==> src/rtl/core/packet_impairment_shaper_assert.svh <==
// ----------------------------------------------------------------------------
// packet_impairment_shaper_assert.svh
// Assertion macros used by the packet impairment shaper top level.
// ----------------------------------------------------------------------------
`ifndef PACKET_IMPAIRMENT_SHAPER_ASSERT_SVH
`define PACKET_IMPAIRMENT_SHAPER_ASSERT_SVH

// same-cycle implication, sampled on clk, off during reset
`define PIS_ASSERT_NOW(lbl, ante, cons, msg) \
    lbl: assert property (@(posedge clk) disable iff (!rst_n) (ante) |-> (cons)) \
        else $error(msg);

// next-cycle implication, sampled on clk, off during reset
`define PIS_ASSERT_NEXT(lbl, ante, cons, msg) \
    lbl: assert property (@(posedge clk) disable iff (!rst_n) (ante) |=> (cons)) \
        else $error(msg);

`endif

==> src/rtl/core/pis_pkg.sv <==
// ----------------------------------------------------------------------------
// pis_pkg
// Shared types and constants of the packet impairment shaper.
// ----------------------------------------------------------------------------
`timescale 1ns / 1ps

package pis_pkg;

    localparam int HOLD_DEPTH  = 10;
    localparam int CNT_W       = $clog2(HOLD_DEPTH + 1);
    localparam int PTR_W       = (HOLD_DEPTH > 1) ? $clog2(HOLD_DEPTH) : 1;
    localparam int QUEUE_DEPTH = 2;
    localparam int QPTR_W      = $clog2(QUEUE_DEPTH);
    localparam int QCNT_W      = $clog2(QUEUE_DEPTH + 1);

    localparam logic [47:0] WINDOW_US = 48'd1000000;

    localparam logic [1:0] VERDICT_DROP    = 2'd0;
    localparam logic [1:0] VERDICT_HOLD    = 2'd1;
    localparam logic [1:0] VERDICT_RELEASE = 2'd2;

    localparam logic [1:0] REG_LOSS_TH    = 2'd0;
    localparam logic [1:0] REG_REORDER_TH = 2'd1;
    localparam logic [1:0] REG_BYTE_LIMIT = 2'd2;
    localparam logic [1:0] REG_DELAY      = 2'd3;

    typedef enum logic [1:0] {
        CMD_DROP,
        CMD_HOLD,
        CMD_RELEASE
    } cmd_op_t;

    typedef struct packed {
        cmd_op_t     op;
        logic [31:0] id;
        logic [47:0] rel_us;
    } cmd_t;

    typedef struct packed {
        logic [15:0] loss_th;
        logic [15:0] reorder_th;
        logic [31:0] byte_limit;
        logic [23:0] delay_us;
    } cfg_t;

endpackage

==> src/rtl/core/packet_impairment_shaper.sv <==
// ----------------------------------------------------------------------------
// packet_impairment_shaper
// Per-packet loss, byte budget, reorder and delay decisions.
// ----------------------------------------------------------------------------
// Usage:
//   s_axis carries one packet per transfer; m_axis carries verdicts, one
//   per transfer, tlast set on the final verdict caused by a packet.
//   A dropped or held packet gives one verdict; a released packet gives
//   one verdict per held packet (newest first) and then its own.
//   The classifier steps each packet through accept, budget window update
//   and decision, and takes no new packet until the decision is pushed.
//   The result sequencer emits one verdict per cycle while m_axis_tready is
//   high; a release with n held packets gives n + 1 verdicts on m_axis.
//   A 2-entry command queue sits between classifier and sequencer; the
//   classifier stalls only when it is full.
//   When m_axis_tready is low the current verdict holds in the output
//   register and the sequencer waits; packets are still taken until the
//   queue fills.
//   Reset empties the hold stack, clears the byte window and loads the
//   register defaults (byte_limit all ones, others zero).
// ----------------------------------------------------------------------------
`timescale 1ns / 1ps

`include "packet_impairment_shaper_assert.svh"

module packet_impairment_shaper
(
    input  logic         clk,
    input  logic         rst_n,

    input  logic         psel,
    input  logic         penable,
    input  logic         pwrite,
    input  logic [3:0]   paddr,
    input  logic [31:0]  pwdata,
    output logic [31:0]  prdata,
    output logic         pready,

    input  logic         s_axis_tvalid,
    output logic         s_axis_tready,
    // pkt_id[31:0], arrival_us[79:32], payload_length[95:80],
    // loss_draw[111:96], reorder_draw[127:112]
    input  logic [127:0] s_axis_tdata,

    output logic         m_axis_tvalid,
    input  logic         m_axis_tready,
    // out_pkt_id[31:0], release_us[79:32]
    output logic [79:0]  m_axis_tdata,
    // verdict_kind[1:0]
    output logic [1:0]   m_axis_tuser,
    output logic         m_axis_tlast
);

    pis_pkg::cfg_t cfg_reg;

    logic          cfg_wr;
    logic          push_valid;
    logic          push_ready;
    pis_pkg::cmd_t push_cmd;
    logic          pop_valid;
    logic          pop_ready;
    pis_pkg::cmd_t pop_cmd;
    logic          queue_empty;

    logic [pis_pkg::CNT_W-1:0] front_cnt;
    logic [pis_pkg::CNT_W-1:0] back_cnt;

    assign pready = 1'b1;
    assign cfg_wr = psel && penable && pwrite && pready;

    always_ff @(posedge clk or negedge rst_n)
    begin
        if (!rst_n)
        begin
            cfg_reg.loss_th    <= '0;
            cfg_reg.reorder_th <= '0;
            cfg_reg.byte_limit <= '1;
            cfg_reg.delay_us   <= '0;
        end
        else if (cfg_wr)
        begin
            unique case (paddr[3:2])
                pis_pkg::REG_LOSS_TH:    cfg_reg.loss_th    <= pwdata[15:0];
                pis_pkg::REG_REORDER_TH: cfg_reg.reorder_th <= pwdata[15:0];
                pis_pkg::REG_BYTE_LIMIT: cfg_reg.byte_limit <= pwdata;
                pis_pkg::REG_DELAY:      cfg_reg.delay_us   <= pwdata[23:0];
                default:                 cfg_reg.delay_us   <= cfg_reg.delay_us;
            endcase
        end
    end

    always_comb
    begin
        unique case (paddr[3:2])
            pis_pkg::REG_LOSS_TH:    prdata = {16'd0, cfg_reg.loss_th};
            pis_pkg::REG_REORDER_TH: prdata = {16'd0, cfg_reg.reorder_th};
            pis_pkg::REG_BYTE_LIMIT: prdata = cfg_reg.byte_limit;
            pis_pkg::REG_DELAY:      prdata = {8'd0, cfg_reg.delay_us};
            default:                 prdata = '0;
        endcase
    end

    pis_front u_front
    (
        .clk               (clk),
        .rst_n             (rst_n),
        .cfg               (cfg_reg),
        .in_valid          (s_axis_tvalid),
        .in_ready          (s_axis_tready),
        .in_pkt_id         (s_axis_tdata[31:0]),
        .in_arrival_us     (s_axis_tdata[79:32]),
        .in_payload_length (s_axis_tdata[95:80]),
        .in_loss_draw      (s_axis_tdata[111:96]),
        .in_reorder_draw   (s_axis_tdata[127:112]),
        .push_valid        (push_valid),
        .push_ready        (push_ready),
        .push_cmd          (push_cmd),
        .held_cnt          (front_cnt)
    );

    pis_queue u_queue
    (
        .clk        (clk),
        .rst_n      (rst_n),
        .push_valid (push_valid),
        .push_ready (push_ready),
        .push_cmd   (push_cmd),
        .pop_valid  (pop_valid),
        .pop_ready  (pop_ready),
        .pop_cmd    (pop_cmd),
        .empty      (queue_empty)
    );

    pis_back u_back
    (
        .clk        (clk),
        .rst_n      (rst_n),
        .cmd_valid  (pop_valid),
        .cmd_ready  (pop_ready),
        .cmd        (pop_cmd),
        .res_valid  (m_axis_tvalid),
        .res_ready  (m_axis_tready),
        .res_kind   (m_axis_tuser),
        .res_id     (m_axis_tdata[31:0]),
        .res_rel_us (m_axis_tdata[79:32]),
        .res_last   (m_axis_tlast),
        .stack_cnt  (back_cnt)
    );

    `PIS_ASSERT_NOW(a_stack_in_sync, queue_empty, back_cnt == front_cnt,
        "hold stack depth differs from classifier count with queue empty")

    `PIS_ASSERT_NOW(a_held_bound, 1'b1,
        front_cnt <= pis_pkg::CNT_W'(pis_pkg::HOLD_DEPTH),
        "hold count above stack depth")

    `PIS_ASSERT_NOW(a_mid_run_release, m_axis_tvalid && !m_axis_tlast,
        m_axis_tuser == pis_pkg::VERDICT_RELEASE,
        "non-final verdict is not a release")

    `PIS_ASSERT_NEXT(a_front_busy, s_axis_tvalid && s_axis_tready, !s_axis_tready,
        "classifier took a packet while busy")

endmodule

==> src/rtl/core/pis_front.sv <==
// ----------------------------------------------------------------------------
// pis_front
// Accepts packets, runs the loss, byte budget and reorder checks, and
// pushes one command per packet into the command queue.
// ----------------------------------------------------------------------------
`timescale 1ns / 1ps

module pis_front
(
    input  logic                   clk,
    input  logic                   rst_n,
    input  pis_pkg::cfg_t          cfg,
    input  logic                   in_valid,
    output logic                   in_ready,
    input  logic [31:0]            in_pkt_id,
    input  logic [47:0]            in_arrival_us,
    input  logic [15:0]            in_payload_length,
    input  logic [15:0]            in_loss_draw,
    input  logic [15:0]            in_reorder_draw,
    output logic                   push_valid,
    input  logic                   push_ready,
    output pis_pkg::cmd_t          push_cmd,
    output logic [pis_pkg::CNT_W-1:0] held_cnt
);

    typedef enum logic [1:0] {
        F_IDLE,
        F_WINDOW,
        F_DECIDE
    } front_state_t;

    front_state_t state_reg, state_next;

    logic [31:0] id_reg;
    logic [47:0] arr_reg;
    logic [15:0] len_reg;
    logic [15:0] ldraw_reg;
    logic [15:0] rdraw_reg;

    logic                      lost_reg, lost_next;
    logic [32:0]               win_bytes_reg, win_bytes_next;
    logic [47:0]               win_end_reg, win_end_next;
    logic [pis_pkg::CNT_W-1:0] cnt_reg, cnt_next;

    logic        refresh;
    logic [48:0] end_sum;
    logic [32:0] bytes_base;
    logic [33:0] bytes_sum;
    logic        over_budget;
    logic        hold_ok;

    assign in_ready = (state_reg == F_IDLE);
    assign held_cnt = cnt_reg;

    assign refresh    = (arr_reg > win_end_reg);
    assign end_sum    = {1'b0, arr_reg} + {1'b0, pis_pkg::WINDOW_US};
    assign bytes_base = refresh ? 33'd0 : win_bytes_reg;
    assign bytes_sum  = {1'b0, bytes_base} + {18'd0, len_reg};

    assign over_budget = (win_bytes_reg > {1'b0, cfg.byte_limit});
    assign hold_ok     = (cnt_reg < pis_pkg::CNT_W'(pis_pkg::HOLD_DEPTH))
                       && (rdraw_reg < cfg.reorder_th);

    assign push_valid    = (state_reg == F_DECIDE);

    always_comb
    begin
        push_cmd.id     = id_reg;
        push_cmd.rel_us = arr_reg + {24'd0, cfg.delay_us};
        if (lost_reg || over_budget)
            push_cmd.op = pis_pkg::CMD_DROP;
        else if (hold_ok)
            push_cmd.op = pis_pkg::CMD_HOLD;
        else
            push_cmd.op = pis_pkg::CMD_RELEASE;
    end

    always_comb
    begin
        state_next     = state_reg;
        lost_next      = lost_reg;
        win_bytes_next = win_bytes_reg;
        win_end_next   = win_end_reg;
        cnt_next       = cnt_reg;
        unique case (state_reg)
            F_IDLE:
            begin
                if (in_valid)
                    state_next = F_WINDOW;
            end
            F_WINDOW:
            begin
                lost_next  = (ldraw_reg < cfg.loss_th);
                state_next = F_DECIDE;
                if (!(ldraw_reg < cfg.loss_th))
                begin
                    if (refresh)
                        win_end_next = end_sum[48] ? '1 : end_sum[47:0];
                    win_bytes_next = bytes_sum[33] ? '1 : bytes_sum[32:0];
                end
            end
            F_DECIDE:
            begin
                if (push_ready)
                begin
                    state_next = F_IDLE;
                    if (push_cmd.op == pis_pkg::CMD_HOLD)
                        cnt_next = cnt_reg + 1'b1;
                    else if (push_cmd.op == pis_pkg::CMD_RELEASE)
                        cnt_next = '0;
                end
            end
            default:
            begin
                state_next = F_IDLE;
            end
        endcase
    end

    always_ff @(posedge clk or negedge rst_n)
    begin
        if (!rst_n)
        begin
            state_reg     <= F_IDLE;
            lost_reg      <= 1'b0;
            win_bytes_reg <= '0;
            win_end_reg   <= '0;
            cnt_reg       <= '0;
        end
        else
        begin
            state_reg     <= state_next;
            lost_reg      <= lost_next;
            win_bytes_reg <= win_bytes_next;
            win_end_reg   <= win_end_next;
            cnt_reg       <= cnt_next;
        end
    end

    always_ff @(posedge clk)
    begin
        if (in_valid && in_ready)
        begin
            id_reg    <= in_pkt_id;
            arr_reg   <= in_arrival_us;
            len_reg   <= in_payload_length;
            ldraw_reg <= in_loss_draw;
            rdraw_reg <= in_reorder_draw;
        end
    end

endmodule

==> src/rtl/core/pis_queue.sv <==
// ----------------------------------------------------------------------------
// pis_queue
// Small command FIFO between the classifier and the result sequencer.
// ----------------------------------------------------------------------------
`timescale 1ns / 1ps

module pis_queue
(
    input  logic          clk,
    input  logic          rst_n,
    input  logic          push_valid,
    output logic          push_ready,
    input  pis_pkg::cmd_t push_cmd,
    output logic          pop_valid,
    input  logic          pop_ready,
    output pis_pkg::cmd_t pop_cmd,
    output logic          empty
);

    pis_pkg::cmd_t entry_reg [pis_pkg::QUEUE_DEPTH];

    logic [pis_pkg::QPTR_W-1:0] wr_ptr_reg, wr_ptr_next;
    logic [pis_pkg::QPTR_W-1:0] rd_ptr_reg, rd_ptr_next;
    logic [pis_pkg::QCNT_W-1:0] count_reg, count_next;
    logic                       do_push;
    logic                       do_pop;

    assign push_ready = (count_reg != pis_pkg::QCNT_W'(pis_pkg::QUEUE_DEPTH));
    assign pop_valid  = (count_reg != '0);
    assign empty      = (count_reg == '0);
    assign pop_cmd    = entry_reg[rd_ptr_reg];

    assign do_push = push_valid && push_ready;
    assign do_pop  = pop_valid && pop_ready;

    always_comb
    begin
        wr_ptr_next = wr_ptr_reg;
        rd_ptr_next = rd_ptr_reg;
        count_next  = count_reg;
        if (do_push)
            wr_ptr_next = (wr_ptr_reg == pis_pkg::QPTR_W'(pis_pkg::QUEUE_DEPTH - 1))
                        ? '0 : wr_ptr_reg + 1'b1;
        if (do_pop)
            rd_ptr_next = (rd_ptr_reg == pis_pkg::QPTR_W'(pis_pkg::QUEUE_DEPTH - 1))
                        ? '0 : rd_ptr_reg + 1'b1;
        if (do_push && !do_pop)
            count_next = count_reg + 1'b1;
        else if (!do_push && do_pop)
            count_next = count_reg - 1'b1;
    end

    always_ff @(posedge clk or negedge rst_n)
    begin
        if (!rst_n)
        begin
            wr_ptr_reg <= '0;
            rd_ptr_reg <= '0;
            count_reg  <= '0;
        end
        else
        begin
            wr_ptr_reg <= wr_ptr_next;
            rd_ptr_reg <= rd_ptr_next;
            count_reg  <= count_next;
        end
    end

    always_ff @(posedge clk)
    begin
        if (do_push)
            entry_reg[wr_ptr_reg] <= push_cmd;
    end

endmodule

==> src/rtl/core/pis_back.sv <==
// ----------------------------------------------------------------------------
// pis_back
// Executes commands: owns the hold stack and emits one result per cycle
// into the output register while it is empty or res_ready is high.
// ----------------------------------------------------------------------------
`timescale 1ns / 1ps

module pis_back
(
    input  logic                      clk,
    input  logic                      rst_n,
    input  logic                      cmd_valid,
    output logic                      cmd_ready,
    input  pis_pkg::cmd_t             cmd,
    output logic                      res_valid,
    input  logic                      res_ready,
    output logic [1:0]                res_kind,
    output logic [31:0]               res_id,
    output logic [47:0]               res_rel_us,
    output logic                      res_last,
    output logic [pis_pkg::CNT_W-1:0] stack_cnt
);

    logic [31:0] held_ids_reg [pis_pkg::HOLD_DEPTH];

    logic [pis_pkg::CNT_W-1:0] sp_reg, sp_next;
    logic                      valid_reg, valid_next;
    logic [1:0]                kind_reg, kind_next;
    logic [31:0]               id_reg, id_next;
    logic [47:0]               rel_reg, rel_next;
    logic                      last_reg, last_next;

    logic                      load;
    logic                      step;
    logic [pis_pkg::CNT_W-1:0] sp_dec;
    logic                      push_hold;

    assign load   = !valid_reg || res_ready;
    assign step   = cmd_valid && load;
    assign sp_dec = sp_reg - 1'b1;

    assign res_valid  = valid_reg;
    assign res_kind   = kind_reg;
    assign res_id     = id_reg;
    assign res_rel_us = rel_reg;
    assign res_last   = last_reg;
    assign stack_cnt  = sp_reg;

    always_comb
    begin
        sp_next    = sp_reg;
        valid_next = valid_reg && !res_ready;
        kind_next  = kind_reg;
        id_next    = id_reg;
        rel_next   = rel_reg;
        last_next  = last_reg;
        cmd_ready  = 1'b0;
        push_hold  = 1'b0;
        if (step)
        begin
            valid_next = 1'b1;
            case (cmd.op)
                pis_pkg::CMD_HOLD:
                begin
                    kind_next = pis_pkg::VERDICT_HOLD;
                    id_next   = cmd.id;
                    rel_next  = '0;
                    last_next = 1'b1;
                    sp_next   = sp_reg + 1'b1;
                    push_hold = 1'b1;
                    cmd_ready = 1'b1;
                end
                pis_pkg::CMD_RELEASE:
                begin
                    kind_next = pis_pkg::VERDICT_RELEASE;
                    rel_next  = cmd.rel_us;
                    if (sp_reg != '0)
                    begin
                        id_next   = held_ids_reg[sp_dec[pis_pkg::PTR_W-1:0]];
                        last_next = 1'b0;
                        sp_next   = sp_dec;
                    end
                    else
                    begin
                        id_next   = cmd.id;
                        last_next = 1'b1;
                        cmd_ready = 1'b1;
                    end
                end
                default:
                begin
                    kind_next = pis_pkg::VERDICT_DROP;
                    id_next   = cmd.id;
                    rel_next  = '0;
                    last_next = 1'b1;
                    cmd_ready = 1'b1;
                end
            endcase
        end
    end

    always_ff @(posedge clk or negedge rst_n)
    begin
        if (!rst_n)
        begin
            sp_reg    <= '0;
            valid_reg <= 1'b0;
        end
        else
        begin
            sp_reg    <= sp_next;
            valid_reg <= valid_next;
        end
    end

    always_ff @(posedge clk)
    begin
        kind_reg <= kind_next;
        id_reg   <= id_next;
        rel_reg  <= rel_next;
        last_reg <= last_next;
        if (push_hold)
            held_ids_reg[sp_reg[pis_pkg::PTR_W-1:0]] <= cmd.id;
    end

endmodule

==> config.mk <==
export PLATFORM = sky130hd
export DESIGN_NAME = packet_impairment_shaper
export DESIGN_NICKNAME = d
export VERILOG_FILES = /design/src/rtl/core/pis_pkg.sv /design/src/rtl/core/packet_impairment_shaper.sv /design/src/rtl/core/pis_front.sv /design/src/rtl/core/pis_queue.sv /design/src/rtl/core/pis_back.sv
export VERILOG_INCLUDE_DIRS = /design/src /design/src/rtl/core
export SDC_FILE = /design/constraint.sdc
export NUM_CORES = 1
export LEC_CHECK = 0
export CORE_MARGIN = 2
export CORE_UTILIZATION = 55
export CTS_CLUSTER_DIAMETER = 120
export CTS_CLUSTER_SIZE = 24
export DETAILED_ROUTE_END_ITERATION = 7
export DONT_BUFFER_PORTS = 1
export GPL_ROUTABILITY_DRIVEN = 1
export GPL_TIMING_DRIVEN = 0
export MAX_ROUTING_LAYER = met4
export PLACE_DENSITY = 0.7
export SLEW_MARGIN = 20
export SYNTH_ARGS = -nofsm -noshare
export SYNTH_HDL_FRONTEND = slang
export SYNTH_SLANG_ARGS = --single-unit
==> constraint.sdc <==
create_clock -name clk -period 22.4 [get_ports clk]
set_input_delay 1.12 -clock clk [delete_from_list [all_inputs] [get_ports clk]]
set_output_delay 1.12 -clock clk [all_outputs]
set_load 0.02 [all_outputs]
# ---- Word-level counts from Yosys, hierarchy flattened
# Memory sizes are Yosys's and may differ from the RTL's.
# Cells that the tools add are included.
dict set report totals {
  regBits 396
  mem_bits_rw 484
  in_bits 171
  out_inout_bits 118
  word_cells 116
  n_memories 2
}
# memory depth width rd rd_ports_with_merged_regs wr line_no
set memory_table {}
lappend memory_table {u_back.held_ids_reg 10 32 1 0 1 pis_back.sv:24} ;# logic [31:0] held_ids_reg [pis_pkg::HOLD_DEPTH];
lappend memory_table {u_queue.entry_reg 2 82 1 0 1 pis_queue.sv:20} ;# pis_pkg::cmd_t entry_reg [pis_pkg::QUEUE_DEPTH];
dict set report op_classes {
  add_sub_neg 10
  order_cmp 5
  eq_ne 13
  mux 30
  n_bitwise 1
  reduce_logical 32
}
# cell n
set ops {}
lappend ops {{$pmux 32 s4} 1}
lappend ops {{$mux 33} 2}
lappend ops {{$mux 32} 2}
lappend ops {{$add 48x20->49 const B} 1}
lappend ops {{$add 48x24->48} 1}
lappend ops {{$gt 48x48->1} 1}
lappend ops {{$mux 48} 1}
lappend ops {{$add 33x16->34} 1}
lappend ops {{$gt 33x32->1} 1}
lappend ops {{$lt 16x16->1} 2}
lappend ops {{$mux 1} 12}
lappend ops {{$mux 2} 6}
lappend ops {{$mux 4} 3}
lappend ops {{$reduce_and 2->1} 6}
lappend ops {{$eq 2x2->1 const B} 5}
lappend ops {{$logic_and 1x1->1} 10}
lappend ops {{$reduce_and 3->1} 3}
lappend ops {{$add 4x1->4 const B} 2}
lappend ops {{$eq 2x1->1 const B} 4}
lappend ops {{$pmux 4 s2} 1}
lappend ops {{$reduce_bool 2->1} 4}
lappend ops {{$ne 2x2->1 const B} 3}
lappend ops {{$pmux 2 s3} 1}
lappend ops {{$logic_not 1->1} 4}
lappend ops {{11 further kinds} 14}

# ---- Longest topological paths before layout
dict set report depth {
  depth_word 8
  ltp_mapped 21
  mapped_depth_nobuf 19
}

# ---- Cells and area by module
# A second synthesis with hierarchy kept.
dict set report unflattened {
  hier_cells 2789
  hier_area_um2 40301.2
}
# module instances cells_each area_per_inst_um2 seq_area_each_um2
set by_module_without_submodules {}
lappend by_module_without_submodules {pis_back 1 955 16240.6 12226.7}
lappend by_module_without_submodules {pis_front 1 1321 13618.1 6045.8}
lappend by_module_without_submodules {pis_queue 1 274 6465.0 5024.8}
lappend by_module_without_submodules {packet_impairment_shaper 1 239 3977.6 2242.2}

# ---- Least setup slack after synthesis
# OpenSTA, ideal clock, no wires.
dict set report synth_path {
  kind {input -> register}
  start {in m_axis_tready}
  end {mem u_back.held_ids_reg[0][0], enable pin}
  setup_ns 0.501
  t_arrival_ns 9.077
  required_time_ns 21.899
  slack_ns 12.822
  path_stages 4
  n_path_buf 0
  path_cell_list {inv_1 > a21oi_1 > nand2_1 > nor4_1}
}
dict set report synth_between {
  elab_chain_cells 5
}
# item line_no
set synth_lines {}
lappend synth_lines {{from (decl)} packet_impairment_shaper.sv:46} ;# input logic m_axis_tready,
lappend synth_lines {{$logic_or 1x1->1} pis_back.sv:38} ;# assign load = !valid_reg || res_ready;
lappend synth_lines {{$logic_and 1x1->1} pis_back.sv:39} ;# assign step = cmd_valid && load;
lappend synth_lines {{net u_back.step} pis_back.sv:34} ;# logic step;
lappend synth_lines {{$mux 1} pis_back.sv:59} ;# if (step)
lappend synth_lines {{$mux 1} pis_back.sv:122} ;# if (push_hold)
lappend synth_lines {{$mux 1 (implied by the code)} pis_back.sv:123} ;# held_ids_reg[sp_reg[pis_pkg::PTR_W-1:0]] <= cmd.id;
lappend synth_lines {{to (decl)} pis_back.sv:24}
# The timed path passes the listed nets, and every way through them passes these cells.

# ---- Worst setup path after layout
dict set report layout_path {
  start {reg u_front.arr_reg[10]}
  end {reg u_front.win_bytes_reg[24]}
}
dict set report layout_between {
  elab_chain_cells 4
}
# item line_no
set layout_lines {}
lappend layout_lines {{from (decl)} pis_front.sv:35} ;# logic [47:0] arr_reg;
lappend layout_lines {{from (signal assigned)} pis_front.sv:145} ;# arr_reg <= in_arrival_us;
lappend layout_lines {{$gt 48x48->1} pis_front.sv:55} ;# assign refresh = (arr_reg > win_end_reg);
lappend layout_lines {{$mux 33} pis_front.sv:57} ;# assign bytes_base = refresh ? 33'd0 : win_bytes_reg;
lappend layout_lines {{$add 33x16->34} pis_front.sv:58} ;# assign bytes_sum = {1'b0, bytes_base} + {18'd0, len_reg};
lappend layout_lines {{$mux 33} pis_front.sv:99} ;# win_bytes_next = bytes_sum[33] ? '1 : bytes_sum[32:0];
lappend layout_lines {{to (signal assigned)} pis_front.sv:134} ;# win_bytes_reg <= win_bytes_next;
lappend layout_lines {{to (decl)} pis_front.sv:41} ;# logic [32:0] win_bytes_reg, win_bytes_next;
# No other way between the ends.
# A chain may end at the register's enable or synchronous reset.

==> impl_metrics.toml <==
[status]
status = "finished, final reports clean"

[floorplanning]
core_area_mm2 = 0.0699
die_y_um = 270
fp.dieArea_mm2 = 0.0727
fp.dieW_um = 270
start_util_pct = 55.5
rows = 97
io_pins = 289

[logic_synthesis]
synth_edf_count = 695
netlist.area_leader.share_pct = 53.8
yosysMostFrequentCell = "edfxtp_1"
syn_nets = 3029
postSynthCellCount = 2699
synthesis.area_mm2 = 0.0388
syn_avg_cell_area_um2 = 14.4
synthFlopType = "edfxtp_1"
synth.distinct_cells = 87
yosys_register_bits = 880
synthTopCellsByArea = "edfxtp_1 (54%), dfrtp_1 (9.9%), ha_1 (5.1%), mux4_2 (4.6%), mux2_2 (2.6%)"
ys.warnings.count = 0
ys_seq_area_share_pct = 65.8
synth_area_leader_cell = "edfxtp_1"
synth_common_cells = "edfxtp_1 (695), o21ai_0 (197), nor2_1 (171), nand2_1 (161), ha_1 (157)"
synthArstFlopShare_pct = 21.0

[drt]
vias = 22391
vias_per_cell = 5.97
finalWirelength_um = 90800
routedWlPerCell_um = 24.2
drt-pass1-iter-count = 6
drc = 0
drt_iter0_drc = 1948
ant_nets = 0

[power_and_ir_drop]
power.leakage_uw = 0.0152
ir_drop_uv = 88.3
power.density_mw_per_mm2 = 130

[cts]
cts_root_buf = "clkbuf_16"
htreeDepth = 2
cts_sinks = 880
post_cts_resized = 0
hold_buffers = 0
clk_pin_slew_ps = 100
clkLatencyLatePin_ps = 630
cts_setup_buffers = 0
cts_buffer_depth = 3
cts_tree = "yes"
cts_made_buffers = 42

[global_routing]
grt_max_degree = 186
antenna_found_initial = 3
grt_use_total_pct = 25.7
overflow = 0
grt_pass1_wl_um = 138000
grt_pass1_vias = 22696

[place]
hpwlAfterDp_um = 65500
placed_area_mm2 = 0.0406
numPortBuffers = 0
gp_congestion = 0.900

[sta]
max_freq_ghz = 0.168
maxSlewHeadroom_pct = 28.2
slew_violations = 0
period_needed_ps = 5950
clock_skew_ps = 27.5
setup_viol = 0
final_hold_viol_count = 0
rsz0062_at_grt = "false"
tightest_slew_ps = 1070
timing.hold.ws_ps = 190
setup_tns_ps = 0
period_share_pct = 26.6

[cells_and_area]
nFillCells = 5398
largest_reg_flops = 320
drive_gt1_share_pct = 12.1
final_nets = 3101
final_cell_area_mm2 = 0.0418
utilization_pct = 59.8
synthToLayoutAreaGrowth_pct = 7.77

[flow_run]
maxCapViolations = 0

[min_path]
min_path_type = "input pin to async pin"

[critical_path]
cp_max_fo = 10
critPathArrivalTime_ps = 6500
critical_path_class = "register to register"
cp.required_ps = 22940
setup.worst_path.start_class = "register"
cp-end-kind = "register"
==> cells in the final DEF, fill, tap and decap left out, drive strengths merged, types with 61 or more instances in the layout <==
cell type    n
o21ai      206
dfrtp      153
nor2       171
edfxtp     695
mux2i       94
inv        147
nand2      161
ha         157
a21oi      123
buf         61
clkbuf     148
mux2        91
mux4        80
==> cell families after synthesis <==
kind of cell / count (synthesis) / share of synthesized area [%]
other: 1 / 0.00967
muxes: 265 / 9.71
DFF: 880 / 65.8
xor gates and xnor gates: 104 / 2.35
buffers and inverters: 256 / 2.60
and+or+nand+nor: 563 / 7.00
AOI/OAI and AO/OA: 471 / 7.34
adders and majority gates: 159 / 5.17
==> power breakdown <==
group / total (µW) / internal [µW] / switching [µW]
Sequential: 2520 / 2250 / 273
Clock: 869 / 368 / 501
Combinational: 2030 / 800 / 1230
Total: 5420 / 3420 / 2000
==> per-layer routing <==
metal	vias up	GRT usage, %	wire length, µm
li1	10222	-	-
met1	11363	33.4	37600
met2	677	42.5	45400
met3	129	3.44	5170
met4	0	7.57	2690
met5	-	-	0
==> worst max-delay path, cell delays in order (launching register included) <==
cell	delay (ps)
edfxtp_1	550
ha_1	380
nand4_1	140
or4_1	540
o221ai_1	370
a211oi_2	170
a21boi_2	360
buf_4	250
clkbuf_1	350
and2b_1	260
fa_1	480
a211oi_2	250
o21ai_1	130
a21oi_2	280
o31ai_2	130
a221o_1	410
and2_1	220
buf_2	180
a211o_1	310
o211ai_1	90
==> final cells by class <==
type | instances | area, µm² | area share (%)
Buffer | 108 | 452 | 1.08
Clock inverter | 4 | 45.0 | 0.108
Antenna cell | 5 | 12.5 | 0.0299
Sequential cell | 880 | 25500 | 61.1
Clock buffer | 73 | 1190 | 2.84
Multi-Input combinational cell | 1563 | 12300 | 29.4
Tap cell | 940 | 1180 | 2.81
Timing Repair Buffer | 28 | 546 | 1.30
Inverter | 148 | 556 | 1.33
==> stage by stage <==
| step | cells | setup WS [ps] | power, µW |
|---|---|---|---|
| 2_1_floorplan | 2699 | 12820 | 3950 |
| 3_3_place_gp | 3639 | 7650 | 4490 |
| 3_5_place_dp | 3667 | 16480 | 4580 |
| 4_1_cts | 3744 | 16430 | 5440 |
| 5_1_grt | 3748 | 16170 | 5720 |
| 6_report | 3749 | 16450 | 5420 |
==> worst paths after layout <==
check,from,slack [ps],end,cells past startpoint
setup / recovery,u_front.arr_reg[10]$_DFFE_PP_,16450,u_front.win_bytes_reg[24]$_DFFE_PN0P_,19
hold / removal,rst_n,190,u_front.win_end_reg[38]$_DFFE_PN0P_,0
setup reg to reg,u_front.arr_reg[10]$_DFFE_PP_,16450,u_front.win_bytes_reg[24]$_DFFE_PN0P_,19
hold reg to reg,u_front.id_reg[8]$_DFFE_PP_,450,u_queue.entry_reg[1][56]$_DFFE_PP_,0
max in group asynchronous,rst_n,21800,cfg_reg[33]$_DFFE_PN1P_,0
min in group clk,u_front.id_reg[8]$_DFFE_PP_,450,u_queue.entry_reg[1][56]$_DFFE_PP_,0
Power figures use the tool's default switching activity.
